### config.mk
export PLATFORM = sky130hd
export DESIGN_NAME = utf8_stream_sanitizer_core
export DESIGN_NICKNAME = d
export VERILOG_FILES = /design/src/rtl/core/u8ss_pkg.sv /design/src/rtl/core/u8ss_decode.sv /design/src/rtl/core/u8ss_out_buf.sv /design/src/rtl/core/utf8_stream_sanitizer_core.sv
export SDC_FILE = /design/constraint.sdc
export NUM_CORES = 1
export LEC_CHECK = 0
export ABC_CLOCK_PERIOD_IN_PS = 6000
export BUFFER_PORTS_ARGS = -buffer_cell sky130_fd_sc_hd__buf_2
export CAP_MARGIN = 0
export CORE_MARGIN = 2
export CORE_UTILIZATION = 66
export CTS_BUF_LIST = sky130_fd_sc_hd__clkbuf_4 sky130_fd_sc_hd__clkbuf_8
export DETAILED_ROUTE_END_ITERATION = 10
export PLACE_DENSITY = 0.87
export SLEW_MARGIN = 20
export SYNTH_ARGS = -nofsm -noshare
export SYNTH_HDL_FRONTEND = slang
export SYNTH_SLANG_ARGS = --single-unit
### constraint.sdc
create_clock -name clk_i -period 6 [get_ports clk_i]
set_clock_uncertainty 0.2 [all_clocks]
set_input_delay 0 -clock clk_i [delete_from_list [all_inputs] [get_ports clk_i]]
set_output_delay 0 -clock clk_i [all_outputs]
set_load 0.02 [all_outputs]
### src/rtl/core/u8ss_pkg.sv
// Shared types, constants and byte-class helpers for the UTF-8 stream sanitizer.
// No dependencies; used by the decoder, out_buf and core through scoped names.
`timescale 1ns / 1ps

package u8ss_pkg;

  // Replacement byte for anything that cannot be passed on ('?')
  localparam logic [7:0] SubChar = 8'h3F;

  // Byte-class masks and patterns
  localparam logic [7:0] ContMask  = 8'hC0;
  localparam logic [7:0] ContPat   = 8'h80;
  localparam logic [7:0] Lead2Mask = 8'hE0;
  localparam logic [7:0] Lead2Pat  = 8'hC0;
  localparam logic [7:0] Lead3Mask = 8'hF0;
  localparam logic [7:0] Lead3Pat  = 8'hE0;
  localparam logic [7:0] AsciiTop  = 8'h80;

  // Number of bytes held back while a multi-byte sequence is incomplete
  typedef enum logic [1:0] {
    HELD_NONE      = 2'd0,
    HELD_LEAD      = 2'd1,
    HELD_LEAD_CONT = 2'd2
  } held_cnt_e;

  // Pending-sequence state
  typedef struct packed {
    logic [7:0] lead;
    logic [7:0] cont;
    held_cnt_e  count;
  } held_t;

  // Results of one input byte: up to three bytes, first in slot 0
  typedef struct packed {
    logic [2:0][7:0] bytes;
    logic [1:0]      num;
    logic            last;
  } res_t;

  function automatic logic is_cont(input logic [7:0] b);
    return (b & ContMask) == ContPat;
  endfunction

  function automatic logic is_lead2(input logic [7:0] b);
    return (b & Lead2Mask) == Lead2Pat;
  endfunction

  function automatic logic is_lead3(input logic [7:0] b);
    return (b & Lead3Mask) == Lead3Pat;
  endfunction

endpackage

### src/rtl/core/u8ss_decode.sv
// Combinational byte classifier: turns one input byte and the pending state
// into up to three result bytes and the next pending state. Uses u8ss_pkg.
`timescale 1ns / 1ps

module u8ss_decode (
  input  u8ss_pkg::held_t held_i,
  input  logic [7:0]      byte_i,
  input  logic            last_i,
  output u8ss_pkg::res_t  res_o,
  output u8ss_pkg::held_t held_o
);

  always_comb begin
    logic            consumed;
    logic [1:0]      num;
    logic [2:0][7:0] bytes;
    u8ss_pkg::held_t nxt;

    consumed = 1'b0;
    num      = 2'd0;
    bytes    = {3{u8ss_pkg::SubChar}};
    nxt      = held_i;

    // Resolve a pending sequence against the new byte
    unique case (held_i.count)
      u8ss_pkg::HELD_LEAD, u8ss_pkg::HELD_LEAD_CONT: begin
        if (u8ss_pkg::is_cont(byte_i)) begin
          consumed = 1'b1;
          if (held_i.count == u8ss_pkg::HELD_LEAD && u8ss_pkg::is_lead2(held_i.lead)) begin
            bytes[0]  = held_i.lead;
            bytes[1]  = byte_i;
            num       = 2'd2;
            nxt.count = u8ss_pkg::HELD_NONE;
          end else if (held_i.count == u8ss_pkg::HELD_LEAD) begin
            nxt.cont  = byte_i;
            nxt.count = u8ss_pkg::HELD_LEAD_CONT;
          end else begin
            bytes[0]  = held_i.lead;
            bytes[1]  = held_i.cont;
            bytes[2]  = byte_i;
            num       = 2'd3;
            nxt.count = u8ss_pkg::HELD_NONE;
          end
        end else begin
          // Broken sequence: each held byte becomes '?'
          num       = 2'(held_i.count);
          nxt.count = u8ss_pkg::HELD_NONE;
        end
      end
      default: begin
        nxt.count = u8ss_pkg::HELD_NONE;
      end
    endcase

    // Examine the byte as a fresh start
    if (!consumed) begin
      priority if (byte_i < u8ss_pkg::AsciiTop) begin
        bytes[num] = byte_i;
        num        = num + 2'd1;
      end else if (u8ss_pkg::is_lead2(byte_i) || u8ss_pkg::is_lead3(byte_i)) begin
        nxt.lead  = byte_i;
        nxt.count = u8ss_pkg::HELD_LEAD;
      end else begin
        num = num + 2'd1;
      end
    end

    // End of text: flush anything still held as '?'
    if (last_i) begin
      num       = num + 2'(nxt.count);
      nxt.count = u8ss_pkg::HELD_NONE;
    end

    res_o.bytes = bytes;
    res_o.num   = num;
    res_o.last  = last_i;
    held_o      = nxt;
  end

endmodule

### src/rtl/core/u8ss_out_buf.sv
// Result register: holds the up-to-three bytes of one input item and hands
// them out one transfer per cycle while the master is ready. Uses u8ss_pkg.
`timescale 1ns / 1ps

module u8ss_out_buf (
  input  logic           clk_i,
  input  logic           rst_ni,
  input  logic           load_i,
  input  u8ss_pkg::res_t res_i,
  output logic           can_load_o,
  output logic           m_axis_tvalid_o,
  input  logic           m_axis_tready_i,
  output logic [7:0]     m_axis_tdata_o,   // [7:0] clean_byte
  output logic           m_axis_tlast_o    // last_out
);

  logic [2:0][7:0] bytes_q, bytes_d;
  logic [1:0]      cnt_q, cnt_d;
  logic            last_q, last_d;
  logic            pop;

  assign pop        = (cnt_q != 2'd0) && m_axis_tready_i;
  assign can_load_o = (cnt_q == 2'd0) || ((cnt_q == 2'd1) && m_axis_tready_i);

  // Load a fresh burst or shift the next byte down on each transfer
  always_comb begin
    bytes_d = bytes_q;
    cnt_d   = cnt_q;
    last_d  = last_q;
    if (load_i) begin
      bytes_d = res_i.bytes;
      cnt_d   = res_i.num;
      last_d  = res_i.last;
    end else if (pop) begin
      bytes_d = {u8ss_pkg::SubChar, bytes_q[2], bytes_q[1]};
      cnt_d   = cnt_q - 2'd1;
    end
  end

  always_ff @(posedge clk_i or negedge rst_ni) begin
    if (!rst_ni) begin
      cnt_q  <= 2'd0;
      last_q <= 1'b0;
    end else begin
      cnt_q  <= cnt_d;
      last_q <= last_d;
    end
  end

  always_ff @(posedge clk_i) begin
    bytes_q <= bytes_d;
  end

  assign m_axis_tvalid_o = cnt_q != 2'd0;
  assign m_axis_tdata_o  = bytes_q[0];
  assign m_axis_tlast_o  = last_q && (cnt_q == 2'd1);

endmodule

### src/rtl/core/utf8_stream_sanitizer_core.sv
// UTF-8 stream sanitizer top level: input register, pending-sequence state,
// decoder and result register. Uses u8ss_pkg, u8ss_decode, u8ss_out_buf.
`timescale 1ns / 1ps
//
// Usage
//   Slave stream carries raw text bytes, tlast on the final byte of a text.
//   Master stream carries cleaned bytes; tlast marks the final output byte
//   of a text. Valid 2- and 3-byte sequences are emitted whole once complete,
//   ASCII passes straight through, everything else becomes '?'.
// Path
//   The first result of an item passes through the input register and then
//   the result register before it appears on the master stream.
// Throughput
//   One item per cycle while each item yields at most one byte and the
//   master side is ready. An item that yields more bytes (up to 3) holds
//   the master port for one transfer per byte; a lead byte that is held
//   yields none. The single-ported result register sets this limit.
// Reset
//   Empties the input and result registers and drops any pending sequence.
// Stall
//   When the master side stalls, the result register holds its bytes, the
//   input register holds one more item, and s_axis_tready_o then drops.
//
module utf8_stream_sanitizer_core (
  input  logic       clk_i,
  input  logic       rst_ni,
  input  logic       s_axis_tvalid_i,
  output logic       s_axis_tready_o,
  input  logic [7:0] s_axis_tdata_i,   // [7:0] text_byte
  input  logic       s_axis_tlast_i,   // is_last
  output logic       m_axis_tvalid_o,
  input  logic       m_axis_tready_i,
  output logic [7:0] m_axis_tdata_o,   // [7:0] clean_byte
  output logic       m_axis_tlast_o    // last_out
);

  logic            in_valid_q, in_valid_d;
  logic [7:0]      in_byte_q;
  logic            in_last_q;
  u8ss_pkg::held_t held_q, held_d;
  u8ss_pkg::res_t  res;
  logic            can_load;
  logic            load;
  logic            s_xfer;

  assign load            = in_valid_q && can_load;
  assign s_axis_tready_o = !in_valid_q || load;
  assign s_xfer          = s_axis_tvalid_i && s_axis_tready_o;

  // Input register: fill on transfer, empty when the item is decoded
  always_comb begin
    in_valid_d = in_valid_q;
    if (s_xfer) begin
      in_valid_d = 1'b1;
    end else if (load) begin
      in_valid_d = 1'b0;
    end
  end

  always_ff @(posedge clk_i or negedge rst_ni) begin
    if (!rst_ni) begin
      in_valid_q <= 1'b0;
    end else begin
      in_valid_q <= in_valid_d;
    end
  end

  always_ff @(posedge clk_i) begin
    if (s_xfer) begin
      in_byte_q <= s_axis_tdata_i;
      in_last_q <= s_axis_tlast_i;
    end
  end

  u8ss_decode u_decode (
    .held_i (held_q),
    .byte_i (in_byte_q),
    .last_i (in_last_q),
    .res_o  (res),
    .held_o (held_d)
  );

  // Advance the pending-sequence state when an item is decoded
  always_ff @(posedge clk_i or negedge rst_ni) begin
    if (!rst_ni) begin
      held_q <= '{lead: 8'h00, cont: 8'h00, count: u8ss_pkg::HELD_NONE};
    end else if (load) begin
      held_q <= held_d;
    end
  end

  u8ss_out_buf u_out_buf (
    .clk_i           (clk_i),
    .rst_ni          (rst_ni),
    .load_i          (load),
    .res_i           (res),
    .can_load_o      (can_load),
    .m_axis_tvalid_o (m_axis_tvalid_o),
    .m_axis_tready_i (m_axis_tready_i),
    .m_axis_tdata_o  (m_axis_tdata_o),
    .m_axis_tlast_o  (m_axis_tlast_o)
  );

endmodule

==> impl_table.tex, run 1 <==
\begin{tabular}{lr}
\hline
Metric & Value \\
\hline
\multicolumn{2}{l}{\textbf{Global routing}} \\
\quad Largest net degree at the start of global routing & 41 \\
\quad Initial antenna violation count & 0 \\
\quad Total GRT Usage & 24.8\% \\
\quad First-pass GRT wire length & 8080 um \\
\quad Total congestion overflow & 0 \\
\quad Number of global-route vias before repair & 1682 \\
\multicolumn{2}{l}{\textbf{Clock tree}} \\
\quad Clock transition at path regs & 0.11 ns \\
\quad CTS hold repair buffers & 14 \\
\quad Number of buffers created by CTS & 5 \\
\quad Maximum root-to-sink buffer count & 2 \\
\quad TritonCTS clock tree & yes \\
\quad Root buffer cell & sky130\_fd\_sc\_hd\_\_clkbuf\_8 \\
\quad Clk sinks & 55 \\
\quad Post-cts gate resize count & 0 \\
\quad Clk\_lat worst skew & 0.31 ns \\
\quad Clock H-tree levels & 2 \\
\quad Post-CTS Setup Inserts & 0 \\
\multicolumn{2}{l}{\textbf{Synthesis}} \\
\quad Number of synthesized register bits & 55 \\
\quad Main synth FF type & sky130\_fd\_sc\_hd\_\_edfxtp\_1 \\
\quad Unique cell type count in the Yosys netlist & 45 \\
\quad Largest cells by area after synthesis & sky130\_fd\_sc\_hd\_\_edfxtp\_1 (38\%), sky130\_fd\_sc\_hd\_\_dfrtp\_1 (21\%), sky130\_fd\_sc\_hd\_\_nand2\_1 (4.3\%) \\
\quad Cell accounting for the most synthesized area & sky130\_fd\_sc\_hd\_\_edfxtp\_1 \\
\quad Cells after Synth & 219 \\
\quad Post-synthesis async set-or-reset flop share & 40.0\% \\
\quad Syn. warnings & 0 \\
\quad Number of synthesized flops with an enable pin & 33 \\
\quad Post-synthesis area per instance & 11.9 sq um \\
\quad Combined area of all synthesized cells & 2620 sq um \\
\quad Area share of the largest cell type after synthesis & 37.9\% \\
\quad Number of nets in the synthesized netlist & 239 \\
\quad Share of synthesized area occupied by flip-flops and latches & 58.9\% \\
\multicolumn{2}{l}{\textbf{Placement}} \\
\quad Final Wtd Congestion & 0.920 \\
\quad I/O Buffers & 23 \\
\quad Post-DP HPWL & 3370 um \\
\multicolumn{2}{l}{\textbf{Hold path}} \\
\quad Hold Crit Depth & 5 \\
\quad Class of the tightest hold or removal check & in -> reg \\
\multicolumn{2}{l}{\textbf{Die}} \\
\quad Die height & 66.9 um \\
\quad Die span in x & 66.9 um \\
\quad Area of the core region & 3740 sq um \\
\quad Row Count & 22 \\
\quad Io pins & 24 \\
\quad Total die area & 4480 sq um \\
\quad Effective utilization at floorplan & 69.9\% \\
\multicolumn{2}{l}{\textbf{STA}} \\
\quad Normalized max-slew margin & 58.2\% \\
\quad RSZ-0062 raised after global routing & no \\
\quad Min Hold Slack & 0.124 ns \\
\quad Final worst path period need & 2.95 ns \\
\quad Final setup TNS & 0 ns \\
\quad Worst slew pin tran & 0.626 ns \\
\quad Post-route fraction of the period consumed by the critical path & 49.2\% \\
\quad Count of final hold-check violations & 0 \\
\quad Final slew viol count & 0 \\
\quad Fmax & 339 MHz \\
\quad Final-report setup violation count & 0 \\
\multicolumn{2}{l}{\textbf{Power and ir drop}} \\
\quad Clk network pwr share & 15.8\% \\
\quad Static Leak & 0.00120 uW \\
\quad Proportion of power drawn by combinational gates & 37.1\% \\
\quad Pwr Density & 461 nW/um\^{}2 \\
\quad Net Sw Power & 518 uW \\
\quad Switching part of the total power & 38.0\% \\
\quad Worst vdd rail ir drop & 0.280 mV \\
\quad Overall power consumption & 1360 uW \\
\quad P\_int & 845 uW \\
\quad Sequential cell fraction of total power & 47.1\% \\
\multicolumn{2}{l}{\textbf{Finish}} \\
\quad Layout-stage area growth over the synthesis result & 13.0\% \\
\quad Total number of nets in the final design & 271 \\
\quad Most common library cell in the layout ignoring fill and taps & sky130\_fd\_sc\_hd\_\_edfxtp\_1 \\
\quad Share of post-route cells with drive strength above 1 & 22.2\% \\
\quad Ant diodes & 0 \\
\quad Commonest cells after routing, fill and taps aside & sky130\_fd\_sc\_hd\_\_edfxtp\_1 (33), sky130\_fd\_sc\_hd\_\_nand2\_1 (30), sky130\_fd\_sc\_hd\_\_buf\_2 (23) \\
\multicolumn{2}{l}{\textbf{Route}} \\
\quad Residual DRC count & 0 \\
\quad Antenna violation net count after detailed routing & 0 \\
\quad Total iterations of the first detailed-routing run & 6 \\
\quad DRT iter0 DRCs & 181 \\
\quad Average detailed-routed wire length per instance & 16.2 um \\
\quad Routed Wire Length & 4870 um \\
\quad Vias per std cell & 5.93 \\
\quad Detailed-route via count & 1780 \\
\multicolumn{2}{l}{\textbf{Flow run}} \\
\quad Max-Cap Viols & 0 \\
\multicolumn{2}{l}{\textbf{Worst setup path}} \\
\quad Slowest stage cell, crit path & sky130\_fd\_sc\_hd\_\_edfxtp\_1 \\
\quad Depth of the critical timing path with buffers and inverters included & 8 \\
\quad Crit-path cells & or2b\_1 -> and2\_1 -> or3\_1 -> ha\_1 -> and2b\_1 -> a41oi\_1 -> o22ai\_1 -> o21ai\_0 \\
\quad Startpoint class of the critical path & flip-flop \\
\quad Total buffers and inverters traversed by the critical path & 0 \\
\quad Largest delay share family, worst path & simple AND/OR/NAND/NOR gates \\
\quad Delay of the slowest cell on the worst path & 0.51 ns \\
\quad Setup crit end kind & flip-flop \\
\quad Signal arrival time at the worst endpoint & 2.89 ns \\
\quad Largest driver fanout on the critical path & 8 \\
\quad Worst path required time & 5.94 ns \\
\quad Setup Crit Path Kind & reg -> reg \\
\quad Register-to-Register Path Depth & 8 \\
\multicolumn{2}{l}{\textbf{Run status}} \\
\quad Run status & completed \\
\hline
\end{tabular}
-- flip-flops by register name, indices dropped and copies added (netlist names) --
register and flops:
held_q 18, u_out_buf.bytes_q 16, in_byte_q 8, u_out_buf.m_axis_tdata_o 8
u_out_buf.cnt_q 2, in_last_q 1, in_valid_q 1, u_out_buf.last_q 1
-- power groups by stage --
stage                     Combinational (uW)  Sequential, uW  Clock, uW
final                                    505             642        216
after detailed placement                 493             649          0
after global placement                   468             640          0
after global routing                     565             657        228
after floorplan                          411             626          0
after CTS                                505             640        215
-- worst register-to-register path, stage by stage (launching register included) --
cell                       delay (ns)
sky130_fd_sc_hd__edfxtp_1        0.51
sky130_fd_sc_hd__or2b_1          0.31
sky130_fd_sc_hd__and2_1          0.18
sky130_fd_sc_hd__or3_1           0.37
sky130_fd_sc_hd__ha_1            0.18
sky130_fd_sc_hd__and2b_1         0.17
sky130_fd_sc_hd__a41oi_1         0.44
sky130_fd_sc_hd__o22ai_1         0.19
sky130_fd_sc_hd__o21ai_0         0.24
-- cell families (layout without fill, tap and decap cells) --
family          after synthesis  in the layout  synth area share, %
fa+ha+maj                     7              7                 3.35
flops                        55             55                 58.9
buf+inv                      20             53                 4.07
mux                          13             13                 6.46
compound gates               47             47                 11.3
simple gates                 77             77                 15.9
-- Yosys cell counts (2+ instances only) --
| library cell | instances |
|---|---|
| sky130_fd_sc_hd__or2_2 | 7 |
| sky130_fd_sc_hd__and2b_1 | 2 |
| sky130_fd_sc_hd__nor2_1 | 8 |
| sky130_fd_sc_hd__clkbuf_1 | 3 |
| sky130_fd_sc_hd__o31ai_1 | 3 |
| sky130_fd_sc_hd__and2_1 | 4 |
| sky130_fd_sc_hd__buf_4 | 8 |
| sky130_fd_sc_hd__o21ai_0 | 19 |
| sky130_fd_sc_hd__nand3_1 | 2 |
| sky130_fd_sc_hd__nand2b_1 | 6 |
| sky130_fd_sc_hd__a21oi_1 | 2 |
| sky130_fd_sc_hd__ha_1 | 7 |
| sky130_fd_sc_hd__edfxtp_1 | 33 |
| sky130_fd_sc_hd__inv_1 | 7 |
| sky130_fd_sc_hd__mux2_4 | 6 |
| sky130_fd_sc_hd__nand2_1 | 30 |
| sky130_fd_sc_hd__nor3_1 | 3 |
| sky130_fd_sc_hd__nor2b_1 | 5 |
| sky130_fd_sc_hd__mux2_2 | 7 |
| sky130_fd_sc_hd__o22ai_1 | 11 |
| sky130_fd_sc_hd__dfrtp_1 | 22 |
-- final timing paths --
check                                                   to  slack (ns)                         start
max                        u_out_buf.bytes_q[12]$_DFFE_PP_        3.05        in_byte_q[6]$_DFFE_PP_
max reg2reg                u_out_buf.bytes_q[12]$_DFFE_PP_        3.05        in_byte_q[6]$_DFFE_PP_
max in group asynchronous            held_q[6]$_DFFE_PN0P_        3.91                        rst_ni
min in group asynchronous            held_q[1]$_DFFE_PN0P_        0.47                        rst_ni
min reg2reg                   u_out_buf.last_q$_DFFE_PN0P_        0.29  u_out_buf.last_q$_DFFE_PN0P_
min                           u_out_buf.last_q$_DFFE_PN0P_        0.12               m_axis_tready_i
-- cell type report --
type	count	area, sq um
Timing Repair Buffer	38	263
Fill cell	239	790
Inverter	7	26.3
Clock buffer	5	68.8
Clock inverter	3	27.5
Sequential cell	55	1540
Tap cell	48	60.1
Multi-Input combinational cell	144	967
-- per-stage QoR --
stage	setup slack, ns	instance area [sq um]	utilization [%]	cells
after global placement	3.29	2720	72.6	278
after CTS	3.08	2950	78.9	300
after global routing	2.89	2950	78.9	300
after floorplan	3.48	2620	-	219
final	3.05	2950	78.9	300
after detailed placement	3.09	2720	72.6	278
-- metal layers --
layer  wire length (um)  global-route usage (%)  share of wire, %
met1               2080                    35.0                43
met2               2360                    39.8                49
met3                352                    3.89               7.2
met4                 69                    7.91               1.4
met5                  0                       0                 0
No activity file was read; power rests on OpenSTA's default activity.
==> run 2, diff against run 1 <==
--- a/config.mk
+++ b/config.mk
@@ -5,14 +5,14 @@
 export SDC_FILE = /design/constraint.sdc
 export NUM_CORES = 1
 export LEC_CHECK = 0
-export ABC_CLOCK_PERIOD_IN_PS = 6000
+export ABC_CLOCK_PERIOD_IN_PS = 2500
 export BUFFER_PORTS_ARGS = -buffer_cell sky130_fd_sc_hd__buf_2
 export CAP_MARGIN = 0
 export CORE_MARGIN = 2
-export CORE_UTILIZATION = 66
+export CORE_UTILIZATION = 55
 export CTS_BUF_LIST = sky130_fd_sc_hd__clkbuf_4 sky130_fd_sc_hd__clkbuf_8
 export DETAILED_ROUTE_END_ITERATION = 10
-export PLACE_DENSITY = 0.87
+export PLACE_DENSITY = 0.78
 export SLEW_MARGIN = 20
 export SYNTH_ARGS = -nofsm -noshare
 export SYNTH_HDL_FRONTEND = slang
==> constraint.sdc (replaced) <==
create_clock -name clk_i -period 2.5 [get_ports clk_i]
set_clock_uncertainty 0.2 [all_clocks]
set_input_delay 0 -clock clk_i [delete_from_list [all_inputs] [get_ports clk_i]]
set_output_delay 0 -clock clk_i [all_outputs]
set_load 0.02 [all_outputs]
==> run 2 against run 1 <==
Core utilization shrank 12 points. First-iteration DRC count shrank 19%. Critical endpoint is now u_out_buf.bytes_q[13]$_DFFE_PP_. Largest cell class unchanged. Combinational power grew to 2.8 times the previous value. Critical path depth is the same. Maximum frequency grew 18%. Sequential cell count is the same. The flow now finishes with violations (negative setup slack). Sequential share of layout area shrank 2.8 points. Worst hold slack lost 0.049 ns. Register-to-register slack lost 3.1 ns. Total power grew to 2.5 times the previous value.
==> impl_table.tex, run 2 (same netlist as run 1, synthesis figures left out) <==
\begin{tabular}{lr}
\hline
Metric & Value \\
\hline
\multicolumn{2}{l}{\textbf{STA}} \\
\quad Worst slew pin tran & 0.605 ns \\
\quad Final worst path period need & 2.51 ns \\
\quad Count of final hold-check violations & 0 \\
\quad Fmax & 398 MHz \\
\quad Final setup TNS & -0.0103 ns \\
\quad Final slew viol count & 0 \\
\quad Final-report setup violation count & 1 \\
\quad Crit path setup slack, layout & -0.0103 ns \\
\quad Normalized max-slew margin & 59.7\% \\
\quad RSZ-0062 raised after global routing & yes \\
\quad Post-route fraction of the period consumed by the critical path & 100\% \\
\multicolumn{2}{l}{\textbf{Clock tree}} \\
\quad Number of buffers created by CTS & 5 \\
\quad Clk sinks & 55 \\
\quad Maximum root-to-sink buffer count & 2 \\
\quad Root buffer cell & sky130\_fd\_sc\_hd\_\_clkbuf\_8 \\
\quad TritonCTS clock tree & yes \\
\quad Clk\_lat worst skew & 0.32 ns \\
\quad Clock transition at path regs & 0.10 ns \\
\quad Clock H-tree levels & 2 \\
\multicolumn{2}{l}{\textbf{Finish}} \\
\quad Ant diodes & 0 \\
\quad Final std cells w/o fill & 319 \\
\quad \# fillers & 345 \\
\quad Most common library cell in the layout ignoring fill and taps & sky130\_fd\_sc\_hd\_\_edfxtp\_1 \\
\quad Share of post-route cells with drive strength above 1 & 30.2\% \\
\quad Area of all sequential standard cells & 1540 sq um \\
\quad Area of combinational cells with multiple inputs & 1020 sq um \\
\quad Biggest registers after layout & held\_q (18), u\_out\_buf.bytes\_q (16) \\
\quad Register bank with the most flops & held\_q \\
\quad Layout-stage area growth over the synthesis result & 19.3\% \\
\quad Commonest cells after routing, fill and taps aside & sky130\_fd\_sc\_hd\_\_edfxtp\_1 (33), sky130\_fd\_sc\_hd\_\_nand2\_1 (30), sky130\_fd\_sc\_hd\_\_buf\_2 (24) \\
\quad Total number of nets in the final design & 284 \\
\quad Max reg flops & 18 \\
\multicolumn{2}{l}{\textbf{Die}} \\
\quad Total die area & 5320 sq um \\
\quad Area of the core region & 4660 sq um \\
\quad Io pins & 24 \\
\quad Die height & 73.0 um \\
\quad Die span in x & 73.0 um \\
\quad Effective utilization at floorplan & 56.1\% \\
\quad Row Count & 25 \\
\multicolumn{2}{l}{\textbf{Global routing}} \\
\quad Number of global-route vias before repair & 1739 \\
\quad Largest net degree at the start of global routing & 34 \\
\quad Total congestion overflow & 0 \\
\quad Initial antenna violation count & 0 \\
\quad First-pass GRT wire length & 8360 um \\
\quad Total GRT Usage & 20.9\% \\
\multicolumn{2}{l}{\textbf{Route}} \\
\quad Antenna violation net count after detailed routing & 0 \\
\quad Residual DRC count & 0 \\
\quad Total iterations of the first detailed-routing run & 4 \\
\quad Detailed-route via count & 1795 \\
\quad DRT iter0 DRCs & 146 \\
\quad Routed Wire Length & 5030 um \\
\quad Vias per std cell & 5.63 \\
\quad Average detailed-routed wire length per instance & 15.8 um \\
\multicolumn{2}{l}{\textbf{Run status}} \\
\quad Run status & finished, violations left \\
\quad Violations in the final reports & negative setup slack \\
\multicolumn{2}{l}{\textbf{Power and ir drop}} \\
\quad Static Leak & 0.00128 uW \\
\quad Worst vdd rail ir drop & 0.553 mV \\
\quad Pwr Density & 1110 nW/um\^{}2 \\
\multicolumn{2}{l}{\textbf{Worst setup path}} \\
\quad Worst path required time & 2.48 ns \\
\quad Startpoint class of the critical path & flip-flop \\
\quad Setup Crit Path Kind & reg -> reg \\
\quad Setup crit end kind & flip-flop \\
\quad Largest driver fanout on the critical path & 6 \\
\quad Signal arrival time at the worst endpoint & 2.49 ns \\
\multicolumn{2}{l}{\textbf{Placement}} \\
\quad Final Wtd Congestion & 0.917 \\
\quad I/O Buffers & 23 \\
\quad Post-DP HPWL & 3400 um \\
\quad Placed Instances & 296 \\
\multicolumn{2}{l}{\textbf{Hold path}} \\
\quad Class of the tightest hold or removal check & in -> reg \\
\multicolumn{2}{l}{\textbf{Flow run}} \\
\quad Max-Cap Viols & 0 \\
\hline
\end{tabular}
[run 2: changes by cell type in the layout (fill, tap and decap cells not counted), sizes merged]
cell	previous run	this run
inv	8	9
buf	24	39
dlygate4sd3	14	12
clkinv	1	0
[run 2: through the flow]
stage                     worst slack [ns]  area, sq um  hold WS, ns  power [uW]  utilization (%)
after detailed placement            0.0293         2840       -0.198        2860             60.8
after global placement              0.0822         2840       -0.202        2810             60.8
after global routing                -0.115         3120        0.121        3720             66.9
final                              -0.0103         3120       0.0745        3460             66.9
after floorplan                     0.0788         2620       -0.496        2500                -
after CTS                          0.00921         3070       0.0553        3410             65.9
[run 2: what timing repair did]
action / 4_1_cts / 5_1_grt
hold buffers: 13 / 0
resized for setup: 1 / 14
pin swaps: 0 / 2
setup endpoints to repair: 3 / 12
hold endpoints to repair: 32 / 0
buffers inserted: 0 / 2
[run 2: layout make-up]
type / count / share of cell area, %
inverter: 7 / 0.842
multi-input combinational: 144 / 32.8
sequential: 55 / 49.4
clock buffer: 5 / 2.21
tap: 54 / 2.17
timing repair buffer: 51 / 11.7
clock inverter: 3 / 0.882
[run 2: per-layer routing]
| layer | GRT usage, % | share of wire, % |
|---|---|---|
| met5 | 0 | 0 |
| met4 | 6.58 | 1.8 |
| met3 | 4.97 | 4.4 |
| met2 | 32.4 | 48 |
| met1 | 29.4 | 46 |
[run 2: worst max-delay path, stage by stage (launching register included)]
cell	delay, ns
sky130_fd_sc_hd__edfxtp_1	0.40
sky130_fd_sc_hd__or2b_1	0.27
sky130_fd_sc_hd__and2_4	0.18
sky130_fd_sc_hd__or3_4	0.38
sky130_fd_sc_hd__ha_2	0.17
sky130_fd_sc_hd__and2b_2	0.21
sky130_fd_sc_hd__a41oi_4	0.28
sky130_fd_sc_hd__o22ai_1	0.14
sky130_fd_sc_hd__o21ai_1	0.14
[run 2: final timing paths]
kind,start,endpoint,slack [ns],cells after the start
max in group asynchronous,rst_ni,u_out_buf.cnt_q[1]$_DFFE_PN0P_,1.67,3
hold reg to reg,u_out_buf.last_q$_DFFE_PN0P_,u_out_buf.last_q$_DFFE_PN0P_,0.29,2
min in group asynchronous,rst_ni,held_q[1]$_DFFE_PN0P_,0.08,3
hold / removal,m_axis_tready_i,u_out_buf.last_q$_DFFE_PN0P_,0.07,5
setup / recovery,in_byte_q[6]$_DFFE_PP_,u_out_buf.bytes_q[13]$_DFFE_PP_,-0.01,8
setup reg to reg,in_byte_q[6]$_DFFE_PP_,u_out_buf.bytes_q[13]$_DFFE_PP_,-0.01,8
[run 2: report_power, final]
part	switching (uW)	leakage [uW]	internal, uW	total (uW)
clock network	309	0.0000467	208	517
logic	824	0.000657	596	1420
registers	151	0.000576	1370	1520
total	1280	0.00128	2170	3460
